## src/hdl/pngenc_pkg.sv

```systemverilog
// ----------------------------------------------------------------------------
// pngenc_pkg
// Shared constants and helper functions for the PNG stream encoder: chunk
// codes, the PNG signature, CRC-32 byte update and big-endian byte select.
// ----------------------------------------------------------------------------
package pngenc_pkg;

    // Width of the image size registers and their write port
    localparam int DIM_W = 14;

    // Default limits on the image size
    localparam int DEF_MAX_WIDTH  = 8192;
    localparam int DEF_MAX_HEIGHT = 8192;

    // Register indexes on the configuration port
    localparam logic REG_IMAGE_WIDTH  = 1'b0;
    localparam logic REG_IMAGE_HEIGHT = 1'b1;

    // CRC-32 (reflected) and Adler-32 constants
    localparam logic [31:0] CRC_POLY  = 32'hEDB8_8320;
    localparam logic [31:0] CRC_INIT  = 32'hFFFF_FFFF;
    localparam logic [16:0] ADLER_MOD = 17'd65521;
    localparam logic [15:0] BLOCK_MAX = 16'hFFFF;

    // Chunk types and fixed header bytes
    localparam logic [31:0] IHDR_TYPE     = 32'h4948_4452;
    localparam logic [31:0] IDAT_TYPE     = 32'h4944_4154;
    localparam logic [31:0] IEND_TYPE     = 32'h4945_4E44;
    localparam logic [31:0] IHDR_DATA_LEN = 32'd13;
    localparam logic [7:0]  ZLIB_CMF      = 8'h78;
    localparam logic [7:0]  ZLIB_FLG      = 8'h01;
    localparam logic [7:0]  BIT_DEPTH     = 8'd8;
    localparam logic [7:0]  COLOUR_RGB    = 8'd2;

    localparam logic [7:0] PNG_SIG [8] = '{8'h89, 8'h50, 8'h4E, 8'h47,
                                           8'h0D, 8'h0A, 8'h1A, 8'h0A};

    // Fold one byte into a running CRC-32
    function automatic logic [31:0] crc8_update(input logic [31:0] c, input logic [7:0] b);
        logic [31:0] x;
        x = c ^ {24'b0, b};
        for (int k = 0; k < 8; k++)
        begin
            x = x[0] ? (CRC_POLY ^ (x >> 1)) : (x >> 1);
        end
        return x;
    endfunction

    // Pick byte sel of a word, most significant first
    function automatic logic [7:0] be_byte(input logic [31:0] v, input logic [1:0] sel);
        logic [7:0] r;
        case (sel)
            2'd0:    r = v[31:24];
            2'd1:    r = v[23:16];
            2'd2:    r = v[15:8];
            default: r = v[7:0];
        endcase
        return r;
    endfunction

endpackage

```

## src/hdl/pngenc_size.sv

```systemverilog
// ----------------------------------------------------------------------------
// pngenc_size
// Registered chain that derives the row length, raw scanline byte count and
// IDAT chunk length from the image size registers.
// ----------------------------------------------------------------------------
module pngenc_size #(
    parameter int MAX_WIDTH  = pngenc_pkg::DEF_MAX_WIDTH,
    parameter int MAX_HEIGHT = pngenc_pkg::DEF_MAX_HEIGHT
) (
    input  logic                         clk,
    input  logic                         rst_n,
    input  logic [pngenc_pkg::DIM_W-1:0] image_width,
    input  logic [pngenc_pkg::DIM_W-1:0] image_height,
    output logic [$clog2(3*(((MAX_WIDTH < (1 << pngenc_pkg::DIM_W) - 1) ? MAX_WIDTH
                  : (1 << pngenc_pkg::DIM_W) - 1))+2)-1:0] row_len,
    output logic [$clog2(longint'(((MAX_HEIGHT < (1 << pngenc_pkg::DIM_W) - 1) ? MAX_HEIGHT
                  : (1 << pngenc_pkg::DIM_W) - 1)) * longint'(3*(((MAX_WIDTH
                  < (1 << pngenc_pkg::DIM_W) - 1) ? MAX_WIDTH
                  : (1 << pngenc_pkg::DIM_W) - 1))+1)+1)-1:0] raw_total,
    output logic [31:0]                  idat_len
);

    localparam int DIM_MAX = (1 << pngenc_pkg::DIM_W) - 1;
    localparam int W_EFF   = (MAX_WIDTH < DIM_MAX) ? MAX_WIDTH : DIM_MAX;
    localparam int H_EFF   = (MAX_HEIGHT < DIM_MAX) ? MAX_HEIGHT : DIM_MAX;
    localparam int TW_W    = $clog2(3*W_EFF+2);
    localparam int RAW_W   = $clog2(longint'(H_EFF) * longint'(3*W_EFF+1) + 1);

    localparam logic [15:0] BLOCK_MAX_C = pngenc_pkg::BLOCK_MAX;

    logic [TW_W-1:0]             row_len_reg;
    logic [TW_W-1:0]             row_plus_reg;
    logic [pngenc_pkg::DIM_W-1:0] height_reg;
    logic [RAW_W-1:0]            raw_reg;
    logic [31:0]                 raw_d_reg;
    logic [15:0]                 hi_reg;
    logic [16:0]                 rem_reg;
    logic [31:0]                 raw_e_reg;
    logic [16:0]                 blocks_reg;
    logic [31:0]                 len_reg;

    logic [15:0] three_w;
    logic [31:0] prod;
    logic [31:0] raw32;
    logic [16:0] rem_fix;
    logic [16:0] quot_fix;
    logic        rem_wrap;

    // Row length and raw byte count
    assign three_w = {2'b0, image_width} + {1'b0, image_width, 1'b0};
    assign prod    = 32'(height_reg) * 32'(row_plus_reg);
    assign raw32   = 32'(raw_reg);

    // Block count: x = hi*65535 + (hi + lo), one correction step
    assign rem_wrap = rem_reg >= {1'b0, BLOCK_MAX_C};
    assign rem_fix  = rem_wrap ? (rem_reg - {1'b0, BLOCK_MAX_C}) : rem_reg;
    assign quot_fix = {1'b0, hi_reg} + {16'b0, rem_wrap};

    always_ff @(posedge clk or negedge rst_n)
    begin
        if (!rst_n)
        begin
            row_len_reg  <= '0;
            row_plus_reg <= '0;
            height_reg   <= '0;
            raw_reg      <= '0;
            raw_d_reg    <= '0;
            hi_reg       <= '0;
            rem_reg      <= '0;
            raw_e_reg    <= '0;
            blocks_reg   <= '0;
            len_reg      <= '0;
        end
        else
        begin
            row_len_reg  <= TW_W'(three_w);
            row_plus_reg <= TW_W'(three_w + 16'd1);
            height_reg   <= image_height;
            raw_reg      <= RAW_W'(prod);
            raw_d_reg    <= raw32;
            hi_reg       <= raw32[31:16];
            rem_reg      <= {1'b0, raw32[31:16]} + {1'b0, raw32[15:0]};
            raw_e_reg    <= raw_d_reg;
            blocks_reg   <= quot_fix + {16'b0, (rem_fix != 17'd0)};
            len_reg      <= raw_e_reg + 32'd6 + {13'b0, blocks_reg, 2'b0}
                            + {15'b0, blocks_reg};
        end
    end

    assign row_len   = row_len_reg;
    assign raw_total = raw_reg;
    assign idat_len  = len_reg;

endmodule

```

## src/hdl/uncompressed_png_stream_encoder.sv

```systemverilog
// ----------------------------------------------------------------------------
// uncompressed_png_stream_encoder
// RGB8 raster bytes in, complete PNG file (stored deflate) out, one byte a
// cycle while the output is not stalled.
// ----------------------------------------------------------------------------
// Path: each accepted item is held in the item register, and every byte it
//   causes is registered in the output register.
// Throughput: one file byte per cycle while the output is not stalled; an item
//   causes 1 byte for most, 2 at a row start, 5 more at a block boundary, 43
//   more for the first item of a file and 20 more for the last.
// Reset: clears the byte sequencer and checksums, image size 1 x 1.
// ----------------------------------------------------------------------------
module uncompressed_png_stream_encoder #(
    parameter int MAX_WIDTH  = pngenc_pkg::DEF_MAX_WIDTH,
    parameter int MAX_HEIGHT = pngenc_pkg::DEF_MAX_HEIGHT
) (
    input  logic                         clk,
    input  logic                         rst_n,
    input  logic                         cfg_we,
    input  logic                         cfg_index,
    input  logic [pngenc_pkg::DIM_W-1:0] cfg_data,
    input  logic                         in_valid,
    output logic                         in_stall,
    input  logic [7:0]                   pixel_component,
    output logic                         out_valid,
    input  logic                         out_stall,
    output logic [7:0]                   file_byte,
    output logic                         run_last,
    output logic                         file_done
);

    localparam int DIM_MAX = (1 << pngenc_pkg::DIM_W) - 1;
    localparam int W_EFF   = (MAX_WIDTH < DIM_MAX) ? MAX_WIDTH : DIM_MAX;
    localparam int H_EFF   = (MAX_HEIGHT < DIM_MAX) ? MAX_HEIGHT : DIM_MAX;
    localparam int TW_W    = $clog2(3*W_EFF+2);
    localparam int RAW_W   = $clog2(longint'(H_EFF) * longint'(3*W_EFF+1) + 1);

    typedef enum logic [3:0] {
        ST_IDLE, ST_SIG, ST_IHDR_LEN, ST_IHDR, ST_IHDR_CRC, ST_IDAT_LEN, ST_IDAT_HDR,
        ST_BLK, ST_RAW, ST_ADLER, ST_DCRC, ST_IEND_LEN, ST_IEND, ST_IEND_CRC
    } state_t;

    // Registers
    logic [pngenc_pkg::DIM_W-1:0] width_reg, width_next;
    logic [pngenc_pkg::DIM_W-1:0] height_reg, height_next;
    logic                         item_valid_reg, item_valid_next;
    logic [7:0]                   item_px_reg, item_px_next;
    state_t                       state_reg, state_next;
    logic [4:0]                   idx_reg, idx_next;
    logic                         filt_reg, filt_next;
    logic                         header_sent_reg, header_sent_next;
    logic [31:0]                  crc_reg, crc_next;
    logic [15:0]                  adler_low_reg, adler_low_next;
    logic [15:0]                  adler_high_reg, adler_high_next;
    logic [TW_W-1:0]              col_reg, col_next;
    logic [15:0]                  block_left_reg, block_left_next;
    logic [RAW_W-1:0]             raw_left_reg, raw_left_next;
    logic                         out_valid_reg, out_valid_next;
    logic [7:0]                   file_byte_reg, file_byte_next;
    logic                         run_last_reg, run_last_next;
    logic                         file_done_reg, file_done_next;

    // Size chain outputs
    logic [TW_W-1:0]  row_len;
    logic [RAW_W-1:0] raw_total;
    logic [31:0]      idat_len;

    // Sequencer signals
    state_t      eff_state;
    logic        eff_filt;
    logic [4:0]  idx;
    logic        out_ready;
    logic        adv;
    logic [7:0]  cur_byte;
    logic        cur_last;
    logic        crc_en;
    logic        item_done;
    logic        is_file_end;
    logic [31:0] raw32;
    logic        blk_final;
    logic [15:0] blk_n;
    logic [16:0] low_sum;
    logic [15:0] low_mod;
    logic [16:0] high_sum;
    logic [15:0] high_mod;
    logic [TW_W-1:0] col_inc;
    logic [pngenc_pkg::DIM_W-1:0] cfg_val;

    pngenc_size #(
        .MAX_WIDTH  (MAX_WIDTH),
        .MAX_HEIGHT (MAX_HEIGHT)
    ) u_size (
        .clk          (clk),
        .rst_n        (rst_n),
        .image_width  (width_reg),
        .image_height (height_reg),
        .row_len      (row_len),
        .raw_total    (raw_total),
        .idat_len     (idat_len)
    );

    // Handshake
    assign out_ready = !out_valid_reg || !out_stall;
    assign adv       = item_valid_reg && out_ready;
    assign in_stall  = item_valid_reg && !item_done;

    // Position of the byte to emit; an idle sequencer starts the held item
    always_comb
    begin
        if (state_reg == ST_IDLE)
        begin
            idx      = 5'd0;
            eff_filt = (col_reg == '0);
            if (!header_sent_reg)
                eff_state = ST_SIG;
            else if (block_left_reg == 16'd0)
                eff_state = ST_BLK;
            else
                eff_state = ST_RAW;
        end
        else
        begin
            idx       = idx_reg;
            eff_filt  = filt_reg;
            eff_state = state_reg;
        end
    end

    // Stored block header length
    assign raw32     = 32'(raw_left_reg);
    assign blk_final = raw32 <= 32'(pngenc_pkg::BLOCK_MAX);
    assign blk_n     = blk_final ? raw32[15:0] : pngenc_pkg::BLOCK_MAX;

    // Select the byte
    always_comb
    begin
        cur_byte = 8'd0;
        cur_last = (idx[1:0] == 2'd3);
        crc_en   = 1'b0;
        case (eff_state)
            ST_SIG:
            begin
                cur_byte = pngenc_pkg::PNG_SIG[idx[2:0]];
                cur_last = (idx == 5'd7);
            end
            ST_IHDR_LEN:
                cur_byte = pngenc_pkg::be_byte(pngenc_pkg::IHDR_DATA_LEN, idx[1:0]);
            ST_IHDR:
            begin
                crc_en   = 1'b1;
                cur_last = (idx == 5'd16);
                case (idx) inside
                    [5'd0:5'd3]:   cur_byte = pngenc_pkg::be_byte(pngenc_pkg::IHDR_TYPE,
                                                                  idx[1:0]);
                    [5'd4:5'd7]:   cur_byte = pngenc_pkg::be_byte(32'(width_reg), idx[1:0]);
                    [5'd8:5'd11]:  cur_byte = pngenc_pkg::be_byte(32'(height_reg), idx[1:0]);
                    5'd12:         cur_byte = pngenc_pkg::BIT_DEPTH;
                    5'd13:         cur_byte = pngenc_pkg::COLOUR_RGB;
                    default:       cur_byte = 8'd0;
                endcase
            end
            ST_IHDR_CRC, ST_DCRC, ST_IEND_CRC:
                cur_byte = pngenc_pkg::be_byte(~crc_reg, idx[1:0]);
            ST_IDAT_LEN:
                cur_byte = pngenc_pkg::be_byte(idat_len, idx[1:0]);
            ST_IDAT_HDR:
            begin
                crc_en   = 1'b1;
                cur_last = (idx == 5'd5);
                case (idx) inside
                    [5'd0:5'd3]: cur_byte = pngenc_pkg::be_byte(pngenc_pkg::IDAT_TYPE,
                                                                idx[1:0]);
                    5'd4:        cur_byte = pngenc_pkg::ZLIB_CMF;
                    default:     cur_byte = pngenc_pkg::ZLIB_FLG;
                endcase
            end
            ST_BLK:
            begin
                crc_en   = 1'b1;
                cur_last = (idx == 5'd4);
                case (idx)
                    5'd0:    cur_byte = {7'b0, blk_final};
                    5'd1:    cur_byte = blk_n[7:0];
                    5'd2:    cur_byte = blk_n[15:8];
                    5'd3:    cur_byte = ~blk_n[7:0];
                    default: cur_byte = ~blk_n[15:8];
                endcase
            end
            ST_RAW:
            begin
                crc_en   = 1'b1;
                cur_last = 1'b1;
                cur_byte = eff_filt ? 8'd0 : item_px_reg;
            end
            ST_ADLER:
            begin
                crc_en   = 1'b1;
                cur_byte = pngenc_pkg::be_byte({adler_high_reg, adler_low_reg}, idx[1:0]);
            end
            ST_IEND_LEN:
                cur_byte = 8'd0;
            ST_IEND:
            begin
                crc_en   = 1'b1;
                cur_byte = pngenc_pkg::be_byte(pngenc_pkg::IEND_TYPE, idx[1:0]);
            end
            default:
                cur_byte = 8'd0;
        endcase
    end

    // Adler-32 step over a raw byte
    assign low_sum  = {1'b0, adler_low_reg} + {9'b0, cur_byte};
    assign low_mod  = (low_sum >= pngenc_pkg::ADLER_MOD)
                      ? 16'(low_sum - pngenc_pkg::ADLER_MOD) : low_sum[15:0];
    assign high_sum = {1'b0, adler_high_reg} + {1'b0, low_mod};
    assign high_mod = (high_sum >= pngenc_pkg::ADLER_MOD)
                      ? 16'(high_sum - pngenc_pkg::ADLER_MOD) : high_sum[15:0];

    assign col_inc     = col_reg + TW_W'(1);
    assign is_file_end = (eff_state == ST_IEND_CRC) && cur_last;
    assign item_done   = adv && (is_file_end ||
                         ((eff_state == ST_RAW) && !eff_filt
                          && (raw_left_reg != RAW_W'(1))));

    // Clamp a written size value
    always_comb
    begin
        cfg_val = (cfg_data == '0) ? pngenc_pkg::DIM_W'(1) : cfg_data;
        if (cfg_index == pngenc_pkg::REG_IMAGE_WIDTH)
        begin
            if (32'(cfg_val) > MAX_WIDTH)
                cfg_val = pngenc_pkg::DIM_W'(MAX_WIDTH);
        end
        else
        begin
            if (32'(cfg_val) > MAX_HEIGHT)
                cfg_val = pngenc_pkg::DIM_W'(MAX_HEIGHT);
        end
    end

    // Next state
    always_comb
    begin
        width_next       = width_reg;
        height_next      = height_reg;
        item_valid_next  = item_valid_reg;
        item_px_next     = item_px_reg;
        state_next       = state_reg;
        idx_next         = idx_reg;
        filt_next        = filt_reg;
        header_sent_next = header_sent_reg;
        crc_next         = crc_reg;
        adler_low_next   = adler_low_reg;
        adler_high_next  = adler_high_reg;
        col_next         = col_reg;
        block_left_next  = block_left_reg;
        raw_left_next    = raw_left_reg;
        out_valid_next   = out_valid_reg;
        file_byte_next   = file_byte_reg;
        run_last_next    = run_last_reg;
        file_done_next   = file_done_reg;

        // Take size writes between files
        if (cfg_we && !header_sent_reg)
        begin
            if (cfg_index == pngenc_pkg::REG_IMAGE_WIDTH)
                width_next = cfg_val;
            else
                height_next = cfg_val;
        end

        // Hold or release the item register
        if (item_done)
            item_valid_next = 1'b0;
        if (in_valid && !in_stall)
        begin
            item_valid_next = 1'b1;
            item_px_next    = pixel_component;
        end

        // Load the output register
        if (out_ready)
        begin
            out_valid_next = adv;
            file_byte_next = cur_byte;
            run_last_next  = item_done;
            file_done_next = is_file_end;
        end

        // Advance the sequencer
        if (adv)
        begin
            filt_next  = eff_filt;
            state_next = eff_state;
            idx_next   = cur_last ? 5'd0 : idx + 5'd1;
            if (crc_en)
                crc_next = pngenc_pkg::crc8_update(crc_reg, cur_byte);
            if (cur_last)
            begin
                case (eff_state)
                    ST_SIG:      state_next = ST_IHDR_LEN;
                    ST_IHDR_LEN: state_next = ST_IHDR;
                    ST_IHDR:     state_next = ST_IHDR_CRC;
                    ST_IHDR_CRC:
                    begin
                        state_next = ST_IDAT_LEN;
                        crc_next   = pngenc_pkg::CRC_INIT;
                    end
                    ST_IDAT_LEN: state_next = ST_IDAT_HDR;
                    ST_IDAT_HDR:
                    begin
                        state_next       = ST_BLK;
                        header_sent_next = 1'b1;
                        raw_left_next    = raw_total;
                        block_left_next  = 16'd0;
                        col_next         = '0;
                        filt_next        = 1'b1;
                    end
                    ST_BLK:
                    begin
                        state_next      = ST_RAW;
                        block_left_next = blk_n;
                    end
                    ST_RAW:
                    begin
                        adler_low_next  = low_mod;
                        adler_high_next = high_mod;
                        block_left_next = block_left_reg - 16'd1;
                        raw_left_next   = raw_left_reg - RAW_W'(1);
                        if (eff_filt)
                        begin
                            filt_next  = 1'b0;
                            state_next = (block_left_reg == 16'd1) ? ST_BLK : ST_RAW;
                        end
                        else
                        begin
                            col_next   = (col_inc >= row_len) ? '0 : col_inc;
                            state_next = (raw_left_reg == RAW_W'(1)) ? ST_ADLER : ST_IDLE;
                        end
                    end
                    ST_ADLER:    state_next = ST_DCRC;
                    ST_DCRC:
                    begin
                        state_next = ST_IEND_LEN;
                        crc_next   = pngenc_pkg::CRC_INIT;
                    end
                    ST_IEND_LEN: state_next = ST_IEND;
                    ST_IEND:     state_next = ST_IEND_CRC;
                    ST_IEND_CRC:
                    begin
                        // Drop back to a fresh file
                        state_next       = ST_IDLE;
                        crc_next         = pngenc_pkg::CRC_INIT;
                        adler_low_next   = 16'd1;
                        adler_high_next  = 16'd0;
                        col_next         = '0;
                        block_left_next  = 16'd0;
                        raw_left_next    = '0;
                        header_sent_next = 1'b0;
                    end
                    default:     state_next = ST_IDLE;
                endcase
            end
        end
    end

    always_ff @(posedge clk or negedge rst_n)
    begin
        if (!rst_n)
        begin
            width_reg       <= pngenc_pkg::DIM_W'(1);
            height_reg      <= pngenc_pkg::DIM_W'(1);
            item_valid_reg  <= 1'b0;
            state_reg       <= ST_IDLE;
            idx_reg         <= 5'd0;
            filt_reg        <= 1'b0;
            header_sent_reg <= 1'b0;
            crc_reg         <= pngenc_pkg::CRC_INIT;
            adler_low_reg   <= 16'd1;
            adler_high_reg  <= 16'd0;
            col_reg         <= '0;
            block_left_reg  <= 16'd0;
            raw_left_reg    <= '0;
            out_valid_reg   <= 1'b0;
            run_last_reg    <= 1'b0;
            file_done_reg   <= 1'b0;
        end
        else
        begin
            width_reg       <= width_next;
            height_reg      <= height_next;
            item_valid_reg  <= item_valid_next;
            state_reg       <= state_next;
            idx_reg         <= idx_next;
            filt_reg        <= filt_next;
            header_sent_reg <= header_sent_next;
            crc_reg         <= crc_next;
            adler_low_reg   <= adler_low_next;
            adler_high_reg  <= adler_high_next;
            col_reg         <= col_next;
            block_left_reg  <= block_left_next;
            raw_left_reg    <= raw_left_next;
            out_valid_reg   <= out_valid_next;
            run_last_reg    <= run_last_next;
            file_done_reg   <= file_done_next;
        end
    end

    // Payload registers
    always_ff @(posedge clk)
    begin
        item_px_reg   <= item_px_next;
        file_byte_reg <= file_byte_next;
    end

    assign out_valid = out_valid_reg;
    assign file_byte = file_byte_reg;
    assign run_last  = run_last_reg;
    assign file_done = file_done_reg;

    // Checks
    a_done_is_last: assert property (@(posedge clk) disable iff (!rst_n)
        out_valid_reg && file_done_reg |-> run_last_reg)
        else $error("file end byte not marked as last of its item");

    a_file_clears: assert property (@(posedge clk) disable iff (!rst_n)
        adv && is_file_end |=> !header_sent_reg && (state_reg == ST_IDLE))
        else $error("state not cleared after file end");

    a_raw_counts: assert property (@(posedge clk) disable iff (!rst_n)
        (state_reg == ST_RAW) |-> (raw_left_reg != '0) && (block_left_reg != 16'd0))
        else $error("raw byte with no bytes left in stream or block");

    a_busy_holds_item: assert property (@(posedge clk) disable iff (!rst_n)
        (state_reg != ST_IDLE) |-> item_valid_reg)
        else $error("sequencer running without an item");

endmodule

```

## config.mk

```make
export PLATFORM = sky130hd
export DESIGN_NAME = uncompressed_png_stream_encoder
export DESIGN_NICKNAME = d
export VERILOG_FILES = /design/src/hdl/pngenc_pkg.sv /design/src/hdl/pngenc_size.sv /design/src/hdl/uncompressed_png_stream_encoder.sv
export SDC_FILE = /design/constraint.sdc
export NUM_CORES = 1
export LEC_CHECK = 0
export BUFFER_PORTS_ARGS = -buffer_cell sky130_fd_sc_hd__buf_2
export CAP_MARGIN = 20
export CORE_MARGIN = 1
export CORE_UTILIZATION = 59
export CTS_BUF_LIST = sky130_fd_sc_hd__clkbuf_16
export DETAILED_ROUTE_END_ITERATION = 12
export PLACE_DENSITY = 0.78
export SLEW_MARGIN = 15
export SYNTH_ARGS = -nofsm -noshare
export SYNTH_HDL_FRONTEND = slang
export SYNTH_HIERARCHICAL = 1
export SYNTH_SLANG_ARGS = --single-unit
```

## constraint.sdc

```tcl
create_clock -name clk -period 9.8 [get_ports clk]
set_input_delay 1.47 -clock clk [delete_from_list [all_inputs] [get_ports clk]]
set_output_delay 1.47 -clock clk [all_outputs]
set_load 0.02 [all_outputs]
```

* Word level (Yosys, flattened, before mapping)
Memories as Yosys holds them, arrays and structs flattened. Cells that the tools add are included. Widths: inputs -> output; s select.
Cells by class: multiplexer cells 63, equal/unequal tests 29, order comparisons 13, reduce and logical (&&, ||, !) cells 44, $add $sub $neg 17, bitwise logic cells 14, multiply operators 1
Operators with widths (count):
- $mux 32 | 11
- $not 13->14 | 8
- $pmux 28 s3 | 1
- $pmux 8 s10 | 1
- $pmux 8 s3 | 3
- $pmux 16 s2 | 2
- $mux 8 | 7
- $ge 17x16->1 const B | 3
- $mux 16 | 3
- $pmux 16 s3 | 1
- $pmux 4 s12 | 1
- $mux 4 | 9
- $add 32x17->32 | 1
- $add 32x19->32 | 1
- $not 32->32 | 1
- $pmux 8 s2 | 2
- $pmux 8 s4 | 1
- $sub 16x16->16 const B | 2
- $xor 32x8->32 | 1
- $add 15x1->15 const B | 2
- $mux 15 | 2
- $pmux 15 s2 | 1
- $pmux 5 s3 | 2
- $add 28x3->29 const B | 1
- other kinds (66) | 114
Word-level totals: output and inout port bits 12, bits in read-only memories 64, flip-flop bits (word level) 388, memories 1
Memories:
- (no name shown) | words 8, width 8, read ports 1, clocked after Yosys merged registers in 0, write ports 0, RTL line uncompressed_png_stream_encoder.sv:143 | cur_byte = pngenc_pkg::PNG_SIG[idx[2:0]];

* Logic depth before layout (Yosys ltp)
depth in word-level cells 29, gate-level depth with buffers 46, depth with buffers taken out 36

* Cells and area by module
The synthesis kept the hierarchy.
By module, submodules not included:
- pngenc_size | area an instance 15147.0 µm², cells an instance 1466, instances 1
- uncompressed_png_stream_encoder | area an instance 14033.5 µm², cells an instance 1656, instances 1

* Worst setup path before layout
OpenSTA, ideal clock, no wires.
kind flip-flop to flip-flop, start register state_reg[0], end register adler_high_reg[11], cell stages (with the launch flop) 42, buffers on the path 8, arrival 9505 ps, slack 212 ps, clock period less this slack 9588 ps, required time 9717 ps, library setup time 83 ps, cells stage by stage dfrtp_1 -> buf_6 -> or4_1 -> buf_2 -> buf_6 -> nand2_1 -> inv_1 -> ha_1 -> buf_2 -> clkbuf_1 -> clkbuf_1 -> o41ai_1 -> o22ai_1 -> a21oi_1 -> nand4b_4 -> a211oi_4 -> inv_1 -> ha_1 -> [6 not listed] -> clkbuf_1 -> a31oi_1 -> nor3_1 -> a31oi_1 -> nor3b_1 -> nor2_1 -> ha_1 -> a21oi_1 -> and3_1 -> nor3_1 -> a31oi_1 -> o311a_1 -> or3_1 -> o31ai_1 -> clkbuf_1 -> nand3_1 -> xnor2_1 -> o21ai_0
Between the ends: longest elaborated chain between the ends 16
RTL lines:
- start, declared | RTL line uncompressed_png_stream_encoder.sv:48 | state_t state_reg, state_next;
- start signal, assigned | RTL line uncompressed_png_stream_encoder.sv:394 | state_reg <= state_next;
- parallel branches: the longest is 8 deep, another holds $ge 5x4->1
- $pmux 8 s10 (*) | RTL line uncompressed_png_stream_encoder.sv:140 | case (eff_state)
- via cur_byte[0] | RTL line uncompressed_png_stream_encoder.sv:74 | logic [7:0] cur_byte;
- $add 16x8->17 (*) | RTL line uncompressed_png_stream_encoder.sv:213 | assign low_sum = {1'b0, adler_low_reg} + {9'b0, cur_byte};
- $sub 16x16->16 or $ge 17x16->1 (tied branches) | RTL line uncompressed_png_stream_encoder.sv:215, uncompressed_png_stream_encoder.sv:214
- $mux 16 (*) | RTL line uncompressed_png_stream_encoder.sv:215 | ? 16'(low_sum - pngenc_pkg::ADLER_MOD) : low_sum[15:0];
- $add 16x16->17 (*) | RTL line uncompressed_png_stream_encoder.sv:216 | assign high_sum = {1'b0, adler_high_reg} + {1'b0, low_mod};
- $sub 16x16->16 or $ge 17x16->1 (tied branches) | RTL line uncompressed_png_stream_encoder.sv:218, uncompressed_png_stream_encoder.sv:217
- $mux 16 (*) | RTL line uncompressed_png_stream_encoder.sv:218 | ? 16'(high_sum - pngenc_pkg::ADLER_MOD) : high_sum[15:0];
- $pmux 16 s2 (*) | RTL line uncompressed_png_stream_encoder.sv:301 | case (eff_state)
- end signal, assigned | RTL line uncompressed_png_stream_encoder.sv:400 | adler_high_reg <= adler_high_next;
- end, declared | RTL line uncompressed_png_stream_encoder.sv:54 | logic [15:0] adler_high_reg, adler_high_next;
Mark *: on every way through the listed nets, which the timed path passes. The select of a mux whose other input is x is not followed. A chain may end at the register's enable or synchronous reset.

* Worst setup path in the final report
start register state_reg[0], end register adler_high_reg[3]
Same word-level chain as after synthesis.

==> metrics <==
outcome=finished clean; routability congestion estimate=0.967; Avg Cell Area, Syn=9.35 um^2; number of flip-flops in the largest register=32; Final period util=94.2%; Setup violations, final=0; Post-synth EDFFs=16; Synth top area share=27.3%; worst r2r dst=adler_high_reg[3]$_DFFE_PN0P_; worst setup path class=reg -> reg; Netlist cell types=114; Starting Density=59.7%; Clock Tree Buf Depth=3; vias per cell=6.18; skew final=0.0297 ns; post-synthesis cell count=3122; Slew Limit Headroom=34.9%; CP Data Required Time=10.28 ns; final std cells w/o fill=3804; Die Height=224 um; GR Overflow Total=0; Setup TNS=0 ns; flops & latches, synth=369; initial antenna violation count=0; crit path to=adler_high_reg[3]$_DFFE_PN0P_; sequential area share after synthesis=32.1%; die area=50400 um^2; Num CTS Buffers=42; worst slew pin tran=0.977 ns; hpwl dp=60400 um; total wire length=80800 um; Critical Path Max Stage Delay=0.61 ns; DR vias=23500; pin count of the biggest net entering global routing=148; IO Count=40; Max Slew Vio Count=0; CTS H-tree depth=2; Port Buffers=39; Post-Syn Area=29200 um^2; Peak Freq=108 MHz; top cell type by total area after synthesis=dfrtp_1; # placed instances=3726; # clock sinks=369; Worst R2R Setup Slack=0.56 ns; RSZ-0062 raised after global routing=no; Clock Latency Late Sink=0.58 ns; hold_ws=0.347 ns; area grow syn2layout=7.89%; share of cells above drive strength 1=8.63%; Critical Path Source=state_reg[0]$_DFFE_PN0P_; core area=48800 um^2; first-pass GRT wire length=129000 um; Final Hold Viols=0; Nets=3513; die span in x=224 um; fraction of registers with async set/reset=95.7%; most frequent cells in the layout=324 x nand2_1, 318 x dfrtp_1, 278 x inv_1; drt wl/cell=21.2 um; slowest CP cell=or4_4; HP Class=reg -> reg; Crit Path Max Fanout=16; top cells by area, synth=dfrtp_1 27%, fa_1 12%, ha_1 9.0%, nand2_1 4.2%, xnor2_1 4.1%; # DRC=0; commonest non-fill, non-tap cell in the layout=nand2_1; worst flop-to-flop path startpoint=state_reg[0]$_DFFE_PN0P_; number of fill cells=4010; MaxCap Viol Count=0; # rows=81; vias in the first global route=23600; crit start category=register; worst-case reg-to-reg path depth=37; gr usage total=32.7%; TritonRoute pass-1 iters=8; Root Buffer=clkbuf_16; antenna diode count=0; Worst Path Arrival=9.72 ns; most used flip-flop cell after synthesis=dfrtp_1; CTS tree=done; Antenna Nets Post-Route=0; Crit. End Element=register; Yosys Warn Count=6; Worst-path clk slew=0.07 ns; Initial DRC Count=2220; Final min period=9.24 ns
Yosys cell counts (all sizes together) (23+ instances only):
| cell | number |
|---|---|
| nor4 | 25 |
| clkbuf | 106 |
| buf | 33 |
| dfstp | 35 |
| and2 | 108 |
| nand2 | 325 |
| inv | 275 |
| nand4 | 23 |
| nor2 | 189 |
| nor3 | 58 |
| and3 | 29 |
| a22o | 29 |
| xnor2 | 146 |
| a31oi | 35 |
| ha | 210 |
| nor2b | 42 |
| o21ai | 207 |
| a21o | 43 |
| fa | 169 |
| nand3 | 69 |
| nand2b | 38 |
| xor2 | 80 |
| a21oi | 159 |
| or3 | 23 |
| dfrtp | 318 |
final cells by class:
type                            instances  area, um^2  area share, %
Timing Repair Buffer                   77         514           1.63
Sequential cell                       369        9360           29.7
Inverter                              276        1040           3.29
Multi-Input combinational cell       2340       18300           58.1
Tap cell                              664         831           2.64
Clock buffer                           45        1130           3.58
Clock inverter                         33         342           1.09
layer usage:
| metal | track usage (%) | part of all wire (%) | vias up | routed length, um |
|---|---|---|---|---|
| li1 | - | - | 10700 | - |
| met1 | 43.8 | 41 | 11600 | 33400 |
| met2 | 54.2 | 48 | 979 | 38400 |
| met3 | 4.27 | 7.0 | 205 | 5670 |
| met4 | 12.9 | 4.0 | 0 | 3250 |
| met5 | 0 | 0 | - | 0 |
logic make-up (layout without fill, tap and decap cells):
logic type	after synthesis	count (layout)	synth area share, %
flops	369	369	32.1
buf+inv	415	431	5.61
other cells	1	3	0.0129
simple gates	988	988	17.0
xor+xnor	227	227	7.43
fa+ha+maj	380	380	20.6
mux	19	19	0.695
compound gates	723	723	16.5
metrics by stage:
stage               util, %  cell area [um^2]  setup slack (ns)
finish                 64.4             31500             0.565
global route           64.4             31500            0.0606
CTS                    64.3             31400            0.0908
detailed placement     61.3             29900            0.0801
global placement       61.3             29900             0.423
floorplan                 -             29200             0.212
critical path: cells and delay by family (launching register included):
kind | cells | cell delay (ns)
AO/OA/AOI/OAI | 14 | 2.92
XOR/XNOR | 1 | 0.08
adder cells (fa/ha/maj) | 4 | 1.37
buffers and inverters | 5 | 0.88
flip-flops | 1 | 0.38
AND/OR/NAND/NOR | 13 | 3.51
worst min-delay path by stage:
stage,start,endpoint,slack (ns),depth (start not counted)
2_1_floorplan,u_size/raw_d_reg[0]$_DFF_PN0_,u_size/raw_e_reg[0]$_DFF_PN0_,0.33,0
6_report,u_size/raw_d_reg[11]$_DFF_PN0_,u_size/raw_e_reg[11]$_DFF_PN0_,0.35,0
3_5_place_dp,u_size/raw_d_reg[3]$_DFF_PN0_,u_size/raw_e_reg[3]$_DFF_PN0_,0.33,0
4_1_cts,u_size/raw_d_reg[11]$_DFF_PN0_,u_size/raw_e_reg[11]$_DFF_PN0_,0.34,0
5_1_grt,u_size/raw_d_reg[11]$_DFF_PN0_,u_size/raw_e_reg[11]$_DFF_PN0_,0.35,0
3_3_place_gp,u_size/raw_d_reg[0]$_DFF_PN0_,u_size/raw_e_reg[0]$_DFF_PN0_,0.34,0
what timing repair did:
action | CTS | global route
hold buffers | 0 | 0
gates resized for setup | 0 | 14
setup endpoints to repair | 0 | 16
setup buffers | 0 | 0
Power is left out: the tool's default activity adds up to more than one toggle a clock period on the data nets, which glitch-free logic cannot reach.
